==> src/rtl/mqtt_publish_stream_parser_macros.svh <==
// ----------------------------------------------------------------------------
// mqtt publish stream parser assertion macros
// shared check wrappers, clocked on i_clk and disabled while i_rst_n is low
// ----------------------------------------------------------------------------
`ifndef MQTT_PUBLISH_STREAM_PARSER_MACROS_SVH
`define MQTT_PUBLISH_STREAM_PARSER_MACROS_SVH

// condition that holds at every clock edge out of reset
`define MPSP_CHECK(label, expr, msg) \
    label: assert property (@(posedge i_clk) disable iff (!i_rst_n) (expr)) else $error(msg);

// same-cycle implication
`define MPSP_CHECK_IMPL(label, ante, cons, msg) \
    label: assert property (@(posedge i_clk) disable iff (!i_rst_n) (ante) |-> (cons)) \
        else $error(msg);

// next-cycle implication
`define MPSP_CHECK_NEXT(label, ante, cons, msg) \
    label: assert property (@(posedge i_clk) disable iff (!i_rst_n) (ante) |=> (cons)) \
        else $error(msg);

`endif

==> src/rtl/mpsp_pkg.sv <==
// ----------------------------------------------------------------------------
// mpsp_pkg
// types, constants and helpers of the mqtt publish stream parser
// ----------------------------------------------------------------------------
`timescale 1ns / 1ps
`default_nettype none

package mpsp_pkg;

    localparam int MAX_LENGTH_BYTES = 4;
    localparam int LEN_W            = 28;
    localparam int TOPIC_W          = 16;
    localparam int BYTE_W           = 8;
    localparam int KIND_W           = 3;
    localparam int RQ_DEPTH         = 4;
    localparam int RQ_PTR_W         = $clog2(RQ_DEPTH);
    localparam int RQ_CNT_W         = $clog2(RQ_DEPTH + 1);

    localparam logic [3:0] PUBLISH_TYPE = 4'h3;

    typedef enum logic [2:0] {
        PH_HEADER   = 3'd0,
        PH_LENGTH   = 3'd1,
        PH_TOPIC_HI = 3'd2,
        PH_TOPIC_LO = 3'd3,
        PH_TOPIC    = 3'd4,
        PH_PAYLOAD  = 3'd5,
        PH_SKIP     = 3'd6
    } t_phase;

    typedef enum logic [KIND_W-1:0] {
        K_TOPIC   = 3'd0,
        K_PAYLOAD = 3'd1,
        K_DONE    = 3'd2,
        K_SKIPPED = 3'd3,
        K_ERROR   = 3'd4
    } t_kind;

    typedef struct packed {
        t_kind                kind;
        logic [BYTE_W-1:0]    out_byte;
        logic [BYTE_W-1:0]    header_byte;
        logic [TOPIC_W-1:0]   topic_length;
        logic [LEN_W-1:0]     payload_length;
        logic [LEN_W-1:0]     packet_length;
        logic                 last;
    } t_result;

    function automatic t_result mk_result(
        input t_kind              kind,
        input logic [BYTE_W-1:0]  data,
        input logic [BYTE_W-1:0]  header,
        input logic [TOPIC_W-1:0] tsize,
        input logic [LEN_W-1:0]   acc,
        input logic               last
    );
        t_result r;
        logic    lengths;
        lengths          = (kind == K_TOPIC) || (kind == K_PAYLOAD) || (kind == K_DONE);
        r.kind           = kind;
        r.out_byte       = ((kind == K_TOPIC) || (kind == K_PAYLOAD)) ? data : '0;
        r.header_byte    = header;
        r.topic_length   = lengths ? tsize : '0;
        r.payload_length = lengths ? (acc - LEN_W'(2) - LEN_W'(tsize)) : '0;
        r.packet_length  = acc;
        r.last           = last;
        return r;
    endfunction

endpackage

`default_nettype wire

==> src/rtl/mpsp_if.sv <==
// ----------------------------------------------------------------------------
// mpsp stream interfaces
// valid/ready channels for input bytes and parser results
// ----------------------------------------------------------------------------
`timescale 1ns / 1ps
`default_nettype none

interface mpsp_in_if;
    logic       valid;
    logic       ready;
    logic [7:0] data_byte;
    logic       restart;

    modport source (output valid, output data_byte, output restart, input ready);
    modport sink   (input valid, input data_byte, input restart, output ready);
endinterface


`default_nettype wire

==> src/rtl/mpsp_core.sv <==
// ----------------------------------------------------------------------------
// mpsp_core
// input register, packet state update and result formation (up to two a byte)
// ----------------------------------------------------------------------------
`timescale 1ns / 1ps
`default_nettype none

`include "mqtt_publish_stream_parser_macros.svh"

module mpsp_core import mpsp_pkg::*; (
    input  wire logic   i_clk,
    input  wire logic   i_rst_n,
    mpsp_in_if.sink     i_in,
    input  wire logic   i_room,
    output logic [1:0]  o_push_cnt,
    output t_result     o_res0,
    output t_result     o_res1
);

    // input register
    logic              r_in_valid;
    logic [BYTE_W-1:0] r_data;
    logic              r_restart;

    // packet state
    t_phase             r_phase,  n_phase;
    logic [BYTE_W-1:0]  r_header, n_header;
    logic [LEN_W-1:0]   r_acc,    n_acc;
    logic [1:0]         r_vcnt,   n_vcnt;
    logic [LEN_W-1:0]   r_rem,    n_rem;
    logic [TOPIC_W-1:0] r_tsize,  n_tsize;
    logic [TOPIC_W-1:0] r_trem,   n_trem;
    logic               r_err,    n_err;

    logic               w_proc;
    logic               w_active;
    t_phase             w_phase;
    logic [LEN_W-1:0]   w_acc_shift;
    logic [LEN_W-1:0]   w_acc_new;
    logic               w_overlong;
    logic               w_nonpub;
    logic [LEN_W-1:0]   w_rem_dec;
    logic [TOPIC_W-1:0] w_topic_new;
    logic               w_topic_fail;
    logic [TOPIC_W-1:0] w_trem_dec;

    logic               w_have_a;
    t_kind              w_kind_a;
    logic               w_have_d;

    assign w_proc     = r_in_valid && i_room;
    assign i_in.ready = !r_in_valid || i_room;

    always_ff @(posedge i_clk) begin
        if (!i_rst_n) begin
            r_in_valid <= 1'b0;
        end else if (i_in.ready) begin
            r_in_valid <= i_in.valid;
        end
    end

    always_ff @(posedge i_clk) begin
        if (i_in.ready && i_in.valid) begin
            r_data    <= i_in.data_byte;
            r_restart <= i_in.restart;
        end
    end

    // restart puts the byte in the header phase before it is handled
    assign w_active = r_restart || !r_err;
    assign w_phase  = r_restart ? PH_HEADER : r_phase;

    // base-128 digit placed by its position in the length field
    always_comb begin
        unique case (r_vcnt)
            2'd0:    w_acc_shift = LEN_W'(r_data[6:0]);
            2'd1:    w_acc_shift = LEN_W'(r_data[6:0]) << 7;
            2'd2:    w_acc_shift = LEN_W'(r_data[6:0]) << 14;
            default: w_acc_shift = LEN_W'(r_data[6:0]) << 21;
        endcase
    end

    assign w_acc_new    = r_acc | w_acc_shift;
    assign w_overlong   = ({1'b0, r_vcnt} + 3'd1) >= 3'(MAX_LENGTH_BYTES);
    assign w_nonpub     = r_header[7:4] != PUBLISH_TYPE;
    assign w_rem_dec    = r_rem - LEN_W'(1);
    assign w_topic_new  = {r_tsize[TOPIC_W-1:BYTE_W], r_data};
    assign w_topic_fail = LEN_W'(w_topic_new) > w_rem_dec;
    assign w_trem_dec   = r_trem - TOPIC_W'(1);

    // next state
    always_comb begin
        n_phase  = r_phase;
        n_header = r_header;
        n_acc    = r_acc;
        n_vcnt   = r_vcnt;
        n_rem    = r_rem;
        n_tsize  = r_tsize;
        n_trem   = r_trem;
        n_err    = r_err;
        if (w_proc) begin
            if (r_restart) begin
                n_err   = 1'b0;
                n_phase = PH_HEADER;
            end
            if (w_active) begin
                unique case (w_phase)
                    PH_LENGTH: begin
                        n_acc = w_acc_new;
                        if (r_data[7]) begin
                            if (w_overlong) begin
                                n_err   = 1'b1;
                                n_phase = PH_HEADER;
                            end else begin
                                n_vcnt = r_vcnt + 2'd1;
                            end
                        end else begin
                            n_rem = w_acc_new;
                            if (w_nonpub) begin
                                n_phase = (w_acc_new == '0) ? PH_HEADER : PH_SKIP;
                            end else if (w_acc_new < LEN_W'(2)) begin
                                n_err   = 1'b1;
                                n_phase = PH_HEADER;
                            end else begin
                                n_phase = PH_TOPIC_HI;
                            end
                        end
                    end
                    PH_TOPIC_HI: begin
                        n_tsize = {r_data, 8'h00};
                        n_rem   = w_rem_dec;
                        n_phase = PH_TOPIC_LO;
                    end
                    PH_TOPIC_LO: begin
                        n_tsize = w_topic_new;
                        n_rem   = w_rem_dec;
                        if (w_topic_fail) begin
                            n_err   = 1'b1;
                            n_phase = PH_HEADER;
                        end else begin
                            n_trem = w_topic_new;
                            if (w_topic_new != '0) begin
                                n_phase = PH_TOPIC;
                            end else if (w_rem_dec == '0) begin
                                n_phase = PH_HEADER;
                            end else begin
                                n_phase = PH_PAYLOAD;
                            end
                        end
                    end
                    PH_TOPIC: begin
                        n_trem = w_trem_dec;
                        n_rem  = w_rem_dec;
                        if (w_trem_dec == '0) begin
                            n_phase = (w_rem_dec == '0) ? PH_HEADER : PH_PAYLOAD;
                        end
                    end
                    PH_PAYLOAD, PH_SKIP: begin
                        n_rem = w_rem_dec;
                        if (w_rem_dec == '0) begin
                            n_phase = PH_HEADER;
                        end
                    end
                    default: begin
                        // header phase, unused codes land here too
                        n_header = r_data;
                        n_acc    = '0;
                        n_vcnt   = '0;
                        n_rem    = '0;
                        n_tsize  = '0;
                        n_trem   = '0;
                        n_phase  = PH_LENGTH;
                    end
                endcase
            end
        end
    end

    // results of this byte
    always_comb begin
        w_have_a = 1'b0;
        w_kind_a = K_ERROR;
        w_have_d = 1'b0;
        if (w_proc && w_active) begin
            unique case (w_phase)
                PH_LENGTH: begin
                    if (r_data[7]) begin
                        w_have_a = w_overlong;
                        w_kind_a = K_ERROR;
                    end else if (w_nonpub) begin
                        w_have_a = (w_acc_new == '0);
                        w_kind_a = K_SKIPPED;
                    end else begin
                        w_have_a = (w_acc_new < LEN_W'(2));
                        w_kind_a = K_ERROR;
                    end
                end
                PH_TOPIC_LO: begin
                    w_have_a = w_topic_fail;
                    w_kind_a = K_ERROR;
                    w_have_d = !w_topic_fail && (w_topic_new == '0) && (w_rem_dec == '0);
                end
                PH_TOPIC: begin
                    w_have_a = 1'b1;
                    w_kind_a = K_TOPIC;
                    w_have_d = (w_trem_dec == '0) && (w_rem_dec == '0);
                end
                PH_PAYLOAD: begin
                    w_have_a = 1'b1;
                    w_kind_a = K_PAYLOAD;
                    w_have_d = (w_rem_dec == '0);
                end
                PH_SKIP: begin
                    w_have_a = (w_rem_dec == '0);
                    w_kind_a = K_SKIPPED;
                end
                default: begin
                    w_have_a = 1'b0;
                end
            endcase
        end
    end

    assign o_push_cnt = {1'b0, w_have_a} + {1'b0, w_have_d};
    assign o_res0 = w_have_a
        ? mk_result(w_kind_a, r_data, n_header, n_tsize, n_acc, !w_have_d)
        : mk_result(K_DONE, '0, n_header, n_tsize, n_acc, 1'b1);
    assign o_res1 = mk_result(K_DONE, '0, n_header, n_tsize, n_acc, 1'b1);

    always_ff @(posedge i_clk) begin
        if (!i_rst_n) begin
            r_phase  <= PH_HEADER;
            r_header <= '0;
            r_acc    <= '0;
            r_vcnt   <= '0;
            r_rem    <= '0;
            r_tsize  <= '0;
            r_trem   <= '0;
            r_err    <= 1'b0;
        end else begin
            r_phase  <= n_phase;
            r_header <= n_header;
            r_acc    <= n_acc;
            r_vcnt   <= n_vcnt;
            r_rem    <= n_rem;
            r_tsize  <= n_tsize;
            r_trem   <= n_trem;
            r_err    <= n_err;
        end
    end

    `MPSP_CHECK_IMPL(a_sticky_silent, r_err && r_in_valid && !r_restart, o_push_cnt == 2'd0, "result while error is sticky")
    `MPSP_CHECK_IMPL(a_pair_ends_done, o_push_cnt == 2'd2, o_res1.kind == K_DONE && o_res0.kind != K_ERROR, "bad result pair")
    `MPSP_CHECK_NEXT(a_error_sets_sticky, o_push_cnt != 2'd0 && o_res0.kind == K_ERROR, r_err && r_phase == PH_HEADER, "error not held")

endmodule

`default_nettype wire

==> src/flat_wrapper.sv <==
// flat-port wrapper written by rule: the top's interface ports become plain ports
module mpsp_core_flat import mpsp_pkg::*;
  (i_clk, i_rst_n, i_room, o_push_cnt, o_res0, o_res1, i_in_valid, i_in_data_byte, i_in_restart, i_in_ready);
  mpsp_in_if i_in_i ();
  input  wire logic i_clk;
  input  wire logic i_rst_n;
  input  wire logic i_room;
  output logic [1:0] o_push_cnt;
  output t_result o_res0;
  output t_result o_res1;
  input wire logic [$bits(i_in_i.valid)-1:0] i_in_valid;
  input wire logic [$bits(i_in_i.data_byte)-1:0] i_in_data_byte;
  input wire logic [$bits(i_in_i.restart)-1:0] i_in_restart;
  output wire logic [$bits(i_in_i.ready)-1:0] i_in_ready;
  assign i_in_i.valid = i_in_valid;
  assign i_in_i.data_byte = i_in_data_byte;
  assign i_in_i.restart = i_in_restart;
  assign i_in_ready = i_in_i.ready;
  mpsp_core u_core (.i_clk(i_clk), .i_rst_n(i_rst_n), .i_in(i_in_i), .i_room(i_room), .o_push_cnt(o_push_cnt), .o_res0(o_res0), .o_res1(o_res1));
endmodule
==> config.mk <==
export PLATFORM = sky130hd
export DESIGN_NAME = mpsp_core_flat
export DESIGN_NICKNAME = d
export VERILOG_FILES = /design/src/rtl/mpsp_pkg.sv /design/src/rtl/mpsp_if.sv /design/src/rtl/mpsp_core.sv /design/src/flat_wrapper.sv
export VERILOG_INCLUDE_DIRS = /design/src /design/src/rtl
export SDC_FILE = /design/constraint.sdc
export NUM_CORES = 1
export LEC_CHECK = 0
export ABC_AREA = 1
export BUFFER_PORTS_ARGS = -buffer_cell sky130_fd_sc_hd__buf_2
export CORE_UTILIZATION = 51
export DETAILED_ROUTE_END_ITERATION = 7
export GPL_ROUTABILITY_DRIVEN = 1
export HOLD_SLACK_MARGIN = 0.06
export PLACE_DENSITY = 0.78
export SETUP_SLACK_MARGIN = 0.2
export SLEW_MARGIN = 20
export SYNTH_ARGS = -nofsm -noshare
export SYNTH_HDL_FRONTEND = slang
export SYNTH_SLANG_ARGS = --single-unit
==> constraint.sdc <==
create_clock -name i_clk -period 4.19 [get_ports i_clk]
set_clock_uncertainty 0.05 [all_clocks]
set_input_delay 0.2095 -clock i_clk [delete_from_list [all_inputs] [get_ports i_clk]]
set_output_delay 0.2095 -clock i_clk [all_outputs]
set_load 0.1 [all_outputs]
==> results.toml, run 1 <==
[synth]
synthArstFlopShare = 0
postSynthAreaPerCell_um2 = 6.35
ys_types = 53
syn_area_mm2 = 0.00930
seq_area_frac_synth = 0.251
synth_flop_cell = "dfxtp_1"
synth_edf_count = 9
synth_cells = 1464
synth_seq_cells = 112
ys_warn_count = 0

[floorplanning]
ioPinCount = 200
chipHeight_um = 137
num_rows = 49
initial_core_util = 0.519
die-width_um = 137

[placed_design]
port_buffers = 187
place_worst_setup_slack_ns = -0.256
gp_congestion = 0.991
place_hpwl_um = 28400

[clocking]
numCtsBuffers = 9
clock-sinks = 112
root_buffer = "clkbuf_16"
clk_path_buf_depth = 2
htree_levels = 3

[global_route]
grt_overflow = 2
grt_max_degree = 59
grt.total_usage = 0.716

[status]
status = "stopped before the end"
error = "[ERROR GRT-0232] Routing congestion too high. Check the congestion heatmap in the GUI."
haltStage = "5_1_grt"

[sta]
worst_endpoint = "o_res0[52]"
worst_path_end_type = "top-level output"
metrics by stage:
stage | setup TNS, ns | utilization | std cells | hold WS [ns] | instance area (um^2)
after floorplan | -38.39 | - | 1474 | 0.258 | 10700
after detailed placement | -1.36 | 0.773 | 1971 | 0.339 | 13800
after CTS | -8.18 | 0.841 | 2038 | 0.0860 | 15000
after global placement | -0.200 | 0.773 | 1971 | 0.337 | 13800
Yosys cell counts, types with 2 or more instances:
master / n / area (um^2)
nand2_1: 309 / 1160
inv_1: 225 / 845
nor2_1: 212 / 796
dfxtp_1: 103 / 2060
o21ai_0: 95 / 475
nand3_1: 60 / 300
ha_1: 57 / 713
buf_4: 53 / 398
a31oi_1: 41 / 257
o22ai_1: 40 / 250
a21oi_1: 32 / 160
nor2_2: 31 / 194
xor2_1: 30 / 263
clkbuf_1: 28 / 105
nand4_1: 22 / 138
or2_2: 13 / 81.3
nor3_1: 12 / 60.1
xnor2_1: 12 / 105
edfxtp_1: 9 / 270
inv_2: 8 / 30.0
nor2_4: 8 / 90.1
a22oi_1: 7 / 52.6
nand2_2: 5 / 31.3
buf_6: 4 / 45.0
nor4_1: 4 / 25.0
nor3_2: 3 / 30.0
o21ai_1: 3 / 15.0
o22ai_2: 3 / 37.5
a211oi_1: 2 / 15.0
a221oi_1: 2 / 17.5
buf_12: 2 / 40.0
buf_2: 2 / 10.0
clkinv_1: 2 / 7.51
conb_1: 2 / 7.51
nand3_2: 2 / 20.0
nor3b_1: 2 / 15.0
o21ai_2: 2 / 17.5
o31ai_1: 2 / 15.0
layer usage:
metal,GRT overflow,track usage
met4,1,0.692
met3,0,0.561
met1,0,0.718
met2,1,0.898
met5,0,0.158
what timing repair did:
action / 4_1_cts
gates resized for setup: 103
hold endpoints to repair: 10
endpoints found under the setup margin: 67
hold buffers: 10
gates cloned: 3
pin swaps: 54
buffers inserted: 38
logic make-up after synthesis:
family | after synthesis | share of synthesized area
simple gates | 689 | 0.322
buf+inv | 325 | 0.160
compound gates | 235 | 0.146
flops | 112 | 0.251
fa+ha+maj | 58 | 0.0789
xor+xnor | 43 | 0.0413
other cells | 2 | 0.000808
==> run 2: changes to the inputs <==
--- a/config.mk
+++ b/config.mk
@@ -8,12 +8,10 @@
 export LEC_CHECK = 0
 export ABC_AREA = 1
 export BUFFER_PORTS_ARGS = -buffer_cell sky130_fd_sc_hd__buf_2
-export CORE_UTILIZATION = 51
+export CORE_UTILIZATION = 40
 export DETAILED_ROUTE_END_ITERATION = 7
 export GPL_ROUTABILITY_DRIVEN = 1
-export HOLD_SLACK_MARGIN = 0.06
-export PLACE_DENSITY = 0.78
-export SETUP_SLACK_MARGIN = 0.2
+export PLACE_DENSITY_LB_ADDON = 0.15
 export SLEW_MARGIN = 20
 export SYNTH_ARGS = -nofsm -noshare
 export SYNTH_HDL_FRONTEND = slang
==> constraint.sdc (replaced) <==
create_clock -name i_clk -period 5.4 [get_ports i_clk]
set_clock_uncertainty 0.05 [all_clocks]
set_input_delay 0.27 -clock i_clk [delete_from_list [all_inputs] [get_ports i_clk]]
set_output_delay 0.27 -clock i_clk [all_outputs]
set_load 0.1 [all_outputs]
==> run 2 against run 1 <==
The flow now finishes without violations. Area after synthesis stayed put. Synthesized cell count stayed put.
==> results.toml, run 2 <==
[placed_design]
place_area_mm2 = 0.0119
gp_congestion = 0.951
place_hpwl_um = 25800
port_buffers = 187
place_worst_setup_slack_ns = 0.372
dp_cells = 1880

[cells_and_area]
multi_input_area_mm2 = 0.00670
fin_area_mm2 = 0.0125
top_regs = "u_core.r_acc x28, u_core.r_rem x28"
fillers = 2269
n_antenna_cell = 0
drive_above_1_share = 0.280
fin_cells = 1911
final_common_cell = "nand2_1"
layout_common_cells = "271 x nand2_1, 211 x inv_1, 209 x nor2_1"
syn_to_final_growth_pct = 34.0
num-nets-final = 1692
final-seq-area_mm2 = 0.00233

[synth]
seq_area_frac_synth = 0.251
synth_seq_cells = 112
synth_flop_cell = "dfxtp_1"
synth_cells = 1464
ys_warn_count = 0
postSynthAreaPerCell_um2 = 6.35
synth_edf_count = 9
synthArstFlopShare = 0
synth_top_area_cell = "dfxtp_1"
ys_types = 53
synth_common_cells = "309 x nand2_1, 225 x inv_1, 212 x nor2_1, 103 x dfxtp_1, 95 x o21ai_0"
yosysMostFrequentCell = "nand2_1"
syn_area_mm2 = 0.00930
synthTopCellsByArea = "dfxtp_1 22%, nand2_1 12%, inv_1 9.1%"
synth_top_area_share = 0.222

[sta]
setup_viol = 0
min_period_over_period = 0.950
timing.final.ws_setup_ns = 0.267
maxSlewHeadroom = 0.432
setup-tns-final_ns = 0
finalHoldViolCount = 0
drv_slew = 0
fin_crit_ns = 5.13
worst_pin_slew_ns = 0.852
max_freq_mhz = 195

[clocking]
clock-sinks = 112
cts_tree = "built"
clk_path_buf_depth = 2
clk_latency_ns = 0.38
htree_levels = 3
clkTransAtPathRegs_ns = 0.08
root_buffer = "clkbuf_16"
numCtsBuffers = 9
cts_hold_buffers = 0

[power_and_ir_drop]
peakVddDrop_mv = 0.162
seqPwrFrac = 0.317
p_int_uw = 1610
power_density_mw_per_mm2 = 228
p_comb_frac = 0.412
p_leak_uw = 0.00592
netSwitchingPower_uw = 1230
swShare = 0.433
clock_power_share = 0.271

[drt]
ant_nets = 0
drcViolationCount = 0
wl_per_cell_um = 16.9
routed_wl_um = 32300
drtPass1Iterations = 6
vias = 9862
viasPerCell = 5.16
drt-initial-drc-count = 773

[critical_path]
critPathKind = "flip-flop to primary output"
cp_data_arrival_time_ns = 4.81
crit_required_ns = 5.08
cp_top_family = "compound AO/OA/AOI/OAI gates"
max_stage_delay_ns = 0.50
end_kind = "primary output"
critPathLaunchType = "flip-flop"
path_cells = "nor3_2, buf_4, nor2_2, a21oi_4, buf_4, a22oi_2, clkinvlp_4, ha_4, inv_1, ha_4, a21o_1, nand2_1, nand3_2, a21boi_4, inv_1, a21oi_4, o21ai_2, a21oi_1, xor2_4, nand2_1, nand2_2, buf_12"
critPathSlowestCell = "edfxtp_1"
path_max_fanout = 11
path_buf_inv = 6

[floorplanning]
chipHeight_um = 154
initial_core_util = 0.409
core_area_mm2 = 0.0227
ioPinCount = 200
num_rows = 55
die_area_mm2 = 0.0239
die-width_um = 154

[global_route]
grt_overflow = 0
grt.total_usage = 0.271
grt_pass1_wl_um = 49800
grt_max_degree = 47
grt_pass1_vias = 8901
antenna_found_initial = 0

[job]
max-cap-violations = 0

[status]
status = "finished, final reports clean"

[worst_hold_path]
hold_class = "input port to flip-flop"
## run 2: cell counts after synthesis
No cell type changed its count.
## run 2: repair_timing
action | 4_1_cts | 5_1_grt
resized for setup | 2 | 22
pin swaps | 0 | 10
setup buffers | 0 | 15
setup endpoints to repair | 4 | 16
## run 2: power groups by stage
stage          sequential [uW]  clock [uW]  combinational, uW
6_report                   902         771               1170
5_1_grt                    906         807               1250
4_1_cts                    901         778               1160
3_3_place_gp               920           0               1150
2_1_floorplan              907           0                897
3_5_place_dp               920           0               1150
## run 2: layer usage
| metal | vias to the layer above | global-route usage | wire length, um |
|---|---|---|---|
| li1 | 4955 | - | - |
| met1 | 4457 | 0.389 | 15200 |
| met2 | 394 | 0.407 | 13700 |
| met3 | 56 | 0.0446 | 2430 |
| met4 | 0 | 0.0924 | 960 |
| met5 | - | 0 | 0 |
## run 2: final timing paths
| path | from | slack, ns | cells after the start | to |
|---|---|---|---|---|
| setup / recovery | u_core.r_restart | 0.27 | 22 | o_res0[49] |
| hold / removal | i_in_data_byte[7] | 0.02 | 1 | u_core.r_data[7] |
| setup reg to reg | u_core.r_rem[0] | 1.81 | 20 | u_core.r_trem[0] |
| hold reg to reg | u_core.r_in_valid | 0.45 | 2 | u_core.r_in_valid |
## run 2: layout make-up
type | instances | area share
Clock inverter | 7 | 0.00894
Multi-Input combinational cell | 1037 | 0.538
Tap cell | 285 | 0.0286
Clock buffer | 9 | 0.0181
Sequential cell | 112 | 0.187
Inverter | 235 | 0.0737
Timing Repair Buffer | 226 | 0.146
## run 2: through the flow
| step | util | hold slack, ns | total power (uW) |
|---|---|---|---|
| after floorplan | - | 0.319 | 1800 |
| after global placement | 0.523 | 0.399 | 2070 |
| after detailed placement | 0.523 | 0.400 | 2070 |
| after CTS | 0.538 | 0.0118 | 2840 |
| after global routing | 0.548 | 0.00939 | 2970 |
| final | 0.548 | 0.0185 | 2840 |
## run 2: logic make-up after synthesis
logic type | after synthesis | share of synthesized area
AO/OA/AOI/OAI | 235 | 0.146
AND/OR/NAND/NOR | 689 | 0.322
other | 2 | 0.000808
buffers and inverters | 325 | 0.160
adder cells (fa/ha/maj) | 58 | 0.0789
XOR/XNOR | 43 | 0.0413
flip-flops | 112 | 0.251
No activity file was read; power rests on OpenSTA's default activity.
==> run 3: changes to the inputs <==
--- a/config.mk
+++ b/config.mk
@@ -11,7 +11,7 @@
 export CORE_UTILIZATION = 40
 export DETAILED_ROUTE_END_ITERATION = 7
 export GPL_ROUTABILITY_DRIVEN = 1
-export PLACE_DENSITY_LB_ADDON = 0.15
+export PLACE_DENSITY_LB_ADDON = 0.12
 export SLEW_MARGIN = 20
 export SYNTH_ARGS = -nofsm -noshare
 export SYNTH_HDL_FRONTEND = slang
==> run 3 against run 2 <==
Non-clock buffer count is 6 lower. Global-route usage up 0.85 points. First-iteration DRC count is 15% lower. Routed wire length increased by 2.9%. Cell count down 0.31%. Sequential share of layout area rose by 0.17 points. Clock-buffer cell count is the same. Largest power group unchanged. Maximum frequency fell by 0.73%. Highest routed layer unchanged. Critical path depth rose by 4. Sequential power about the same.
==> results.toml, run 3 (synthesis results as in run 2) <==
[status]
status = "finished, final reports clean"

[clocking]
clk_path_buf_depth = 2
clk_latency_ns = 0.37
clkTransAtPathRegs_ns = 0.09
cts_tree = "built"
clock-sinks = 112
root_buffer = "clkbuf_16"
htree_levels = 3
numCtsBuffers = 9

[global_route]
grt_max_degree = 59
grt_pass1_wl_um = 51700
antenna_found_initial = 0
grt_overflow = 0
grt.total_usage = 0.279
grt_pass1_vias = 9224

[placed_design]
place_area_mm2 = 0.0119
place_hpwl_um = 26300
dp_cells = 1878
place_worst_setup_slack_ns = 0.312
port_buffers = 187
gp_congestion = 0.954

[critical_path]
critPathLaunchType = "flip-flop"
path_max_fanout = 8
end_kind = "primary output"
cp_data_arrival_time_ns = 4.85
crit_required_ns = 5.08
critPathKind = "flip-flop to primary output"

[floorplanning]
initial_core_util = 0.409
core_area_mm2 = 0.0227
die-width_um = 154
chipHeight_um = 154
die_area_mm2 = 0.0239
num_rows = 55
ioPinCount = 200

[cells_and_area]
drive_above_1_share = 0.280
fin_cells = 1905
n_antenna_cell = 0
layout_common_cells = "270 x nand2_1, 211 x inv_1, 208 x nor2_1"
syn_to_final_growth_pct = 32.7
num-nets-final = 1686
final_common_cell = "nand2_1"
top_regs = "u_core.r_acc x28, u_core.r_rem x28"
fin_area_mm2 = 0.0123
fillers = 2231

[drt]
met2_length_um = 14200
ant_nets = 0
viasPerCell = 5.21
dr.max_layer_used = "met4"
vias = 9930
drcViolationCount = 0
wl_met1_um = 15700
wl_met3_um = 2470
wl_per_cell_um = 17.5
drt-initial-drc-count = 656
routed_wl_um = 33300
drtPass1Iterations = 5

[sta]
timing.final.ws_setup_ns = 0.229
worst_pin_slew_ns = 0.933
maxSlewHeadroom = 0.378
setup-tns-final_ns = 0
finalHoldViolCount = 0
holdWs_ns = 0.0258
max_freq_mhz = 193
setup_viol = 0
fin_crit_ns = 5.17
drv_slew = 0
min_period_over_period = 0.958

[power_and_ir_drop]
peakVddDrop_mv = 0.159
power_density_mw_per_mm2 = 224
p_leak_uw = 0.00587

[worst_hold_path]
hold_class = "input port to flip-flop"

[job]
max-cap-violations = 0
run 3: through the flow:
step	utilization	power [uW]
detailed placement	0.522	2070
floorplan	-	1800
global placement	0.522	2070
CTS	0.537	2750
finish	0.543	2760
global route	0.543	2880
run 3: metal layers:
metal / up-vias / GRT usage
li1: 4932 / -
met1: 4556 / 0.401
met2: 399 / 0.418
met3: 43 / 0.0504
met4: 0 / 0.0924
met5: - / 0
run 3: repair_timing:
item | CTS | global route
setup buffers | 4 | 7
pin swaps | 2 | 8
hold buffers | 0 | 0
resized for setup | 2 | 24
setup endpoints to repair | 4 | 17
run 3: where the power goes:
part           total, uW  internal (uW)  switching, uW
Combinational       1170            327            846
Clock                689            325            364
Sequential           901            866           35.6
run 3: final cells by class:
type                       instances  area [um^2]  area share
clock buffer                       9          225      0.0183
clock inverter                     7         63.8     0.00517
inverter                         235          912      0.0739
multi-input combinational       1037         6700       0.543
sequential                       112         2330       0.189
tap                              285          357      0.0289
timing repair buffer             220         1750       0.142
run 3: worst paths after layout:
path                      from                 to  slack [ns]  cells after the start
max           u_core.r_restart         o_res0[50]        0.23                     26
min          i_in_data_byte[0]   u_core.r_data[0]        0.03                      1
max reg2reg    u_core.r_rem[0]   u_core.r_trem[0]        1.74                     21
min reg2reg  u_core.r_in_valid  u_core.r_in_valid        0.46                      2
run 3: worst max-delay path, cell delays in order, from the launching register on:
cell	delay (ns)
edfxtp_1	0.48
buf_4	0.19
nor2_4	0.11
nor2_4	0.07
inv_2	0.11
a21oi_2	0.08
buf_4	0.19
a22oi_2	0.24
clkinvlp_4	0.18
ha_4	0.25
inv_2	0.06
ha_4	0.13
inv_2	0.04
fa_2	0.39
o21ai_2	0.19
nand3_1	0.14
nand2_4	0.13
a21oi_4	0.10
o21ai_4	0.22
nand2_1	0.09
nand2_2	0.14
nand2_4	0.09
nand4_1	0.20
xor2_4	0.25
nand2_2	0.12
nand2_8	0.09
buf_12	0.16
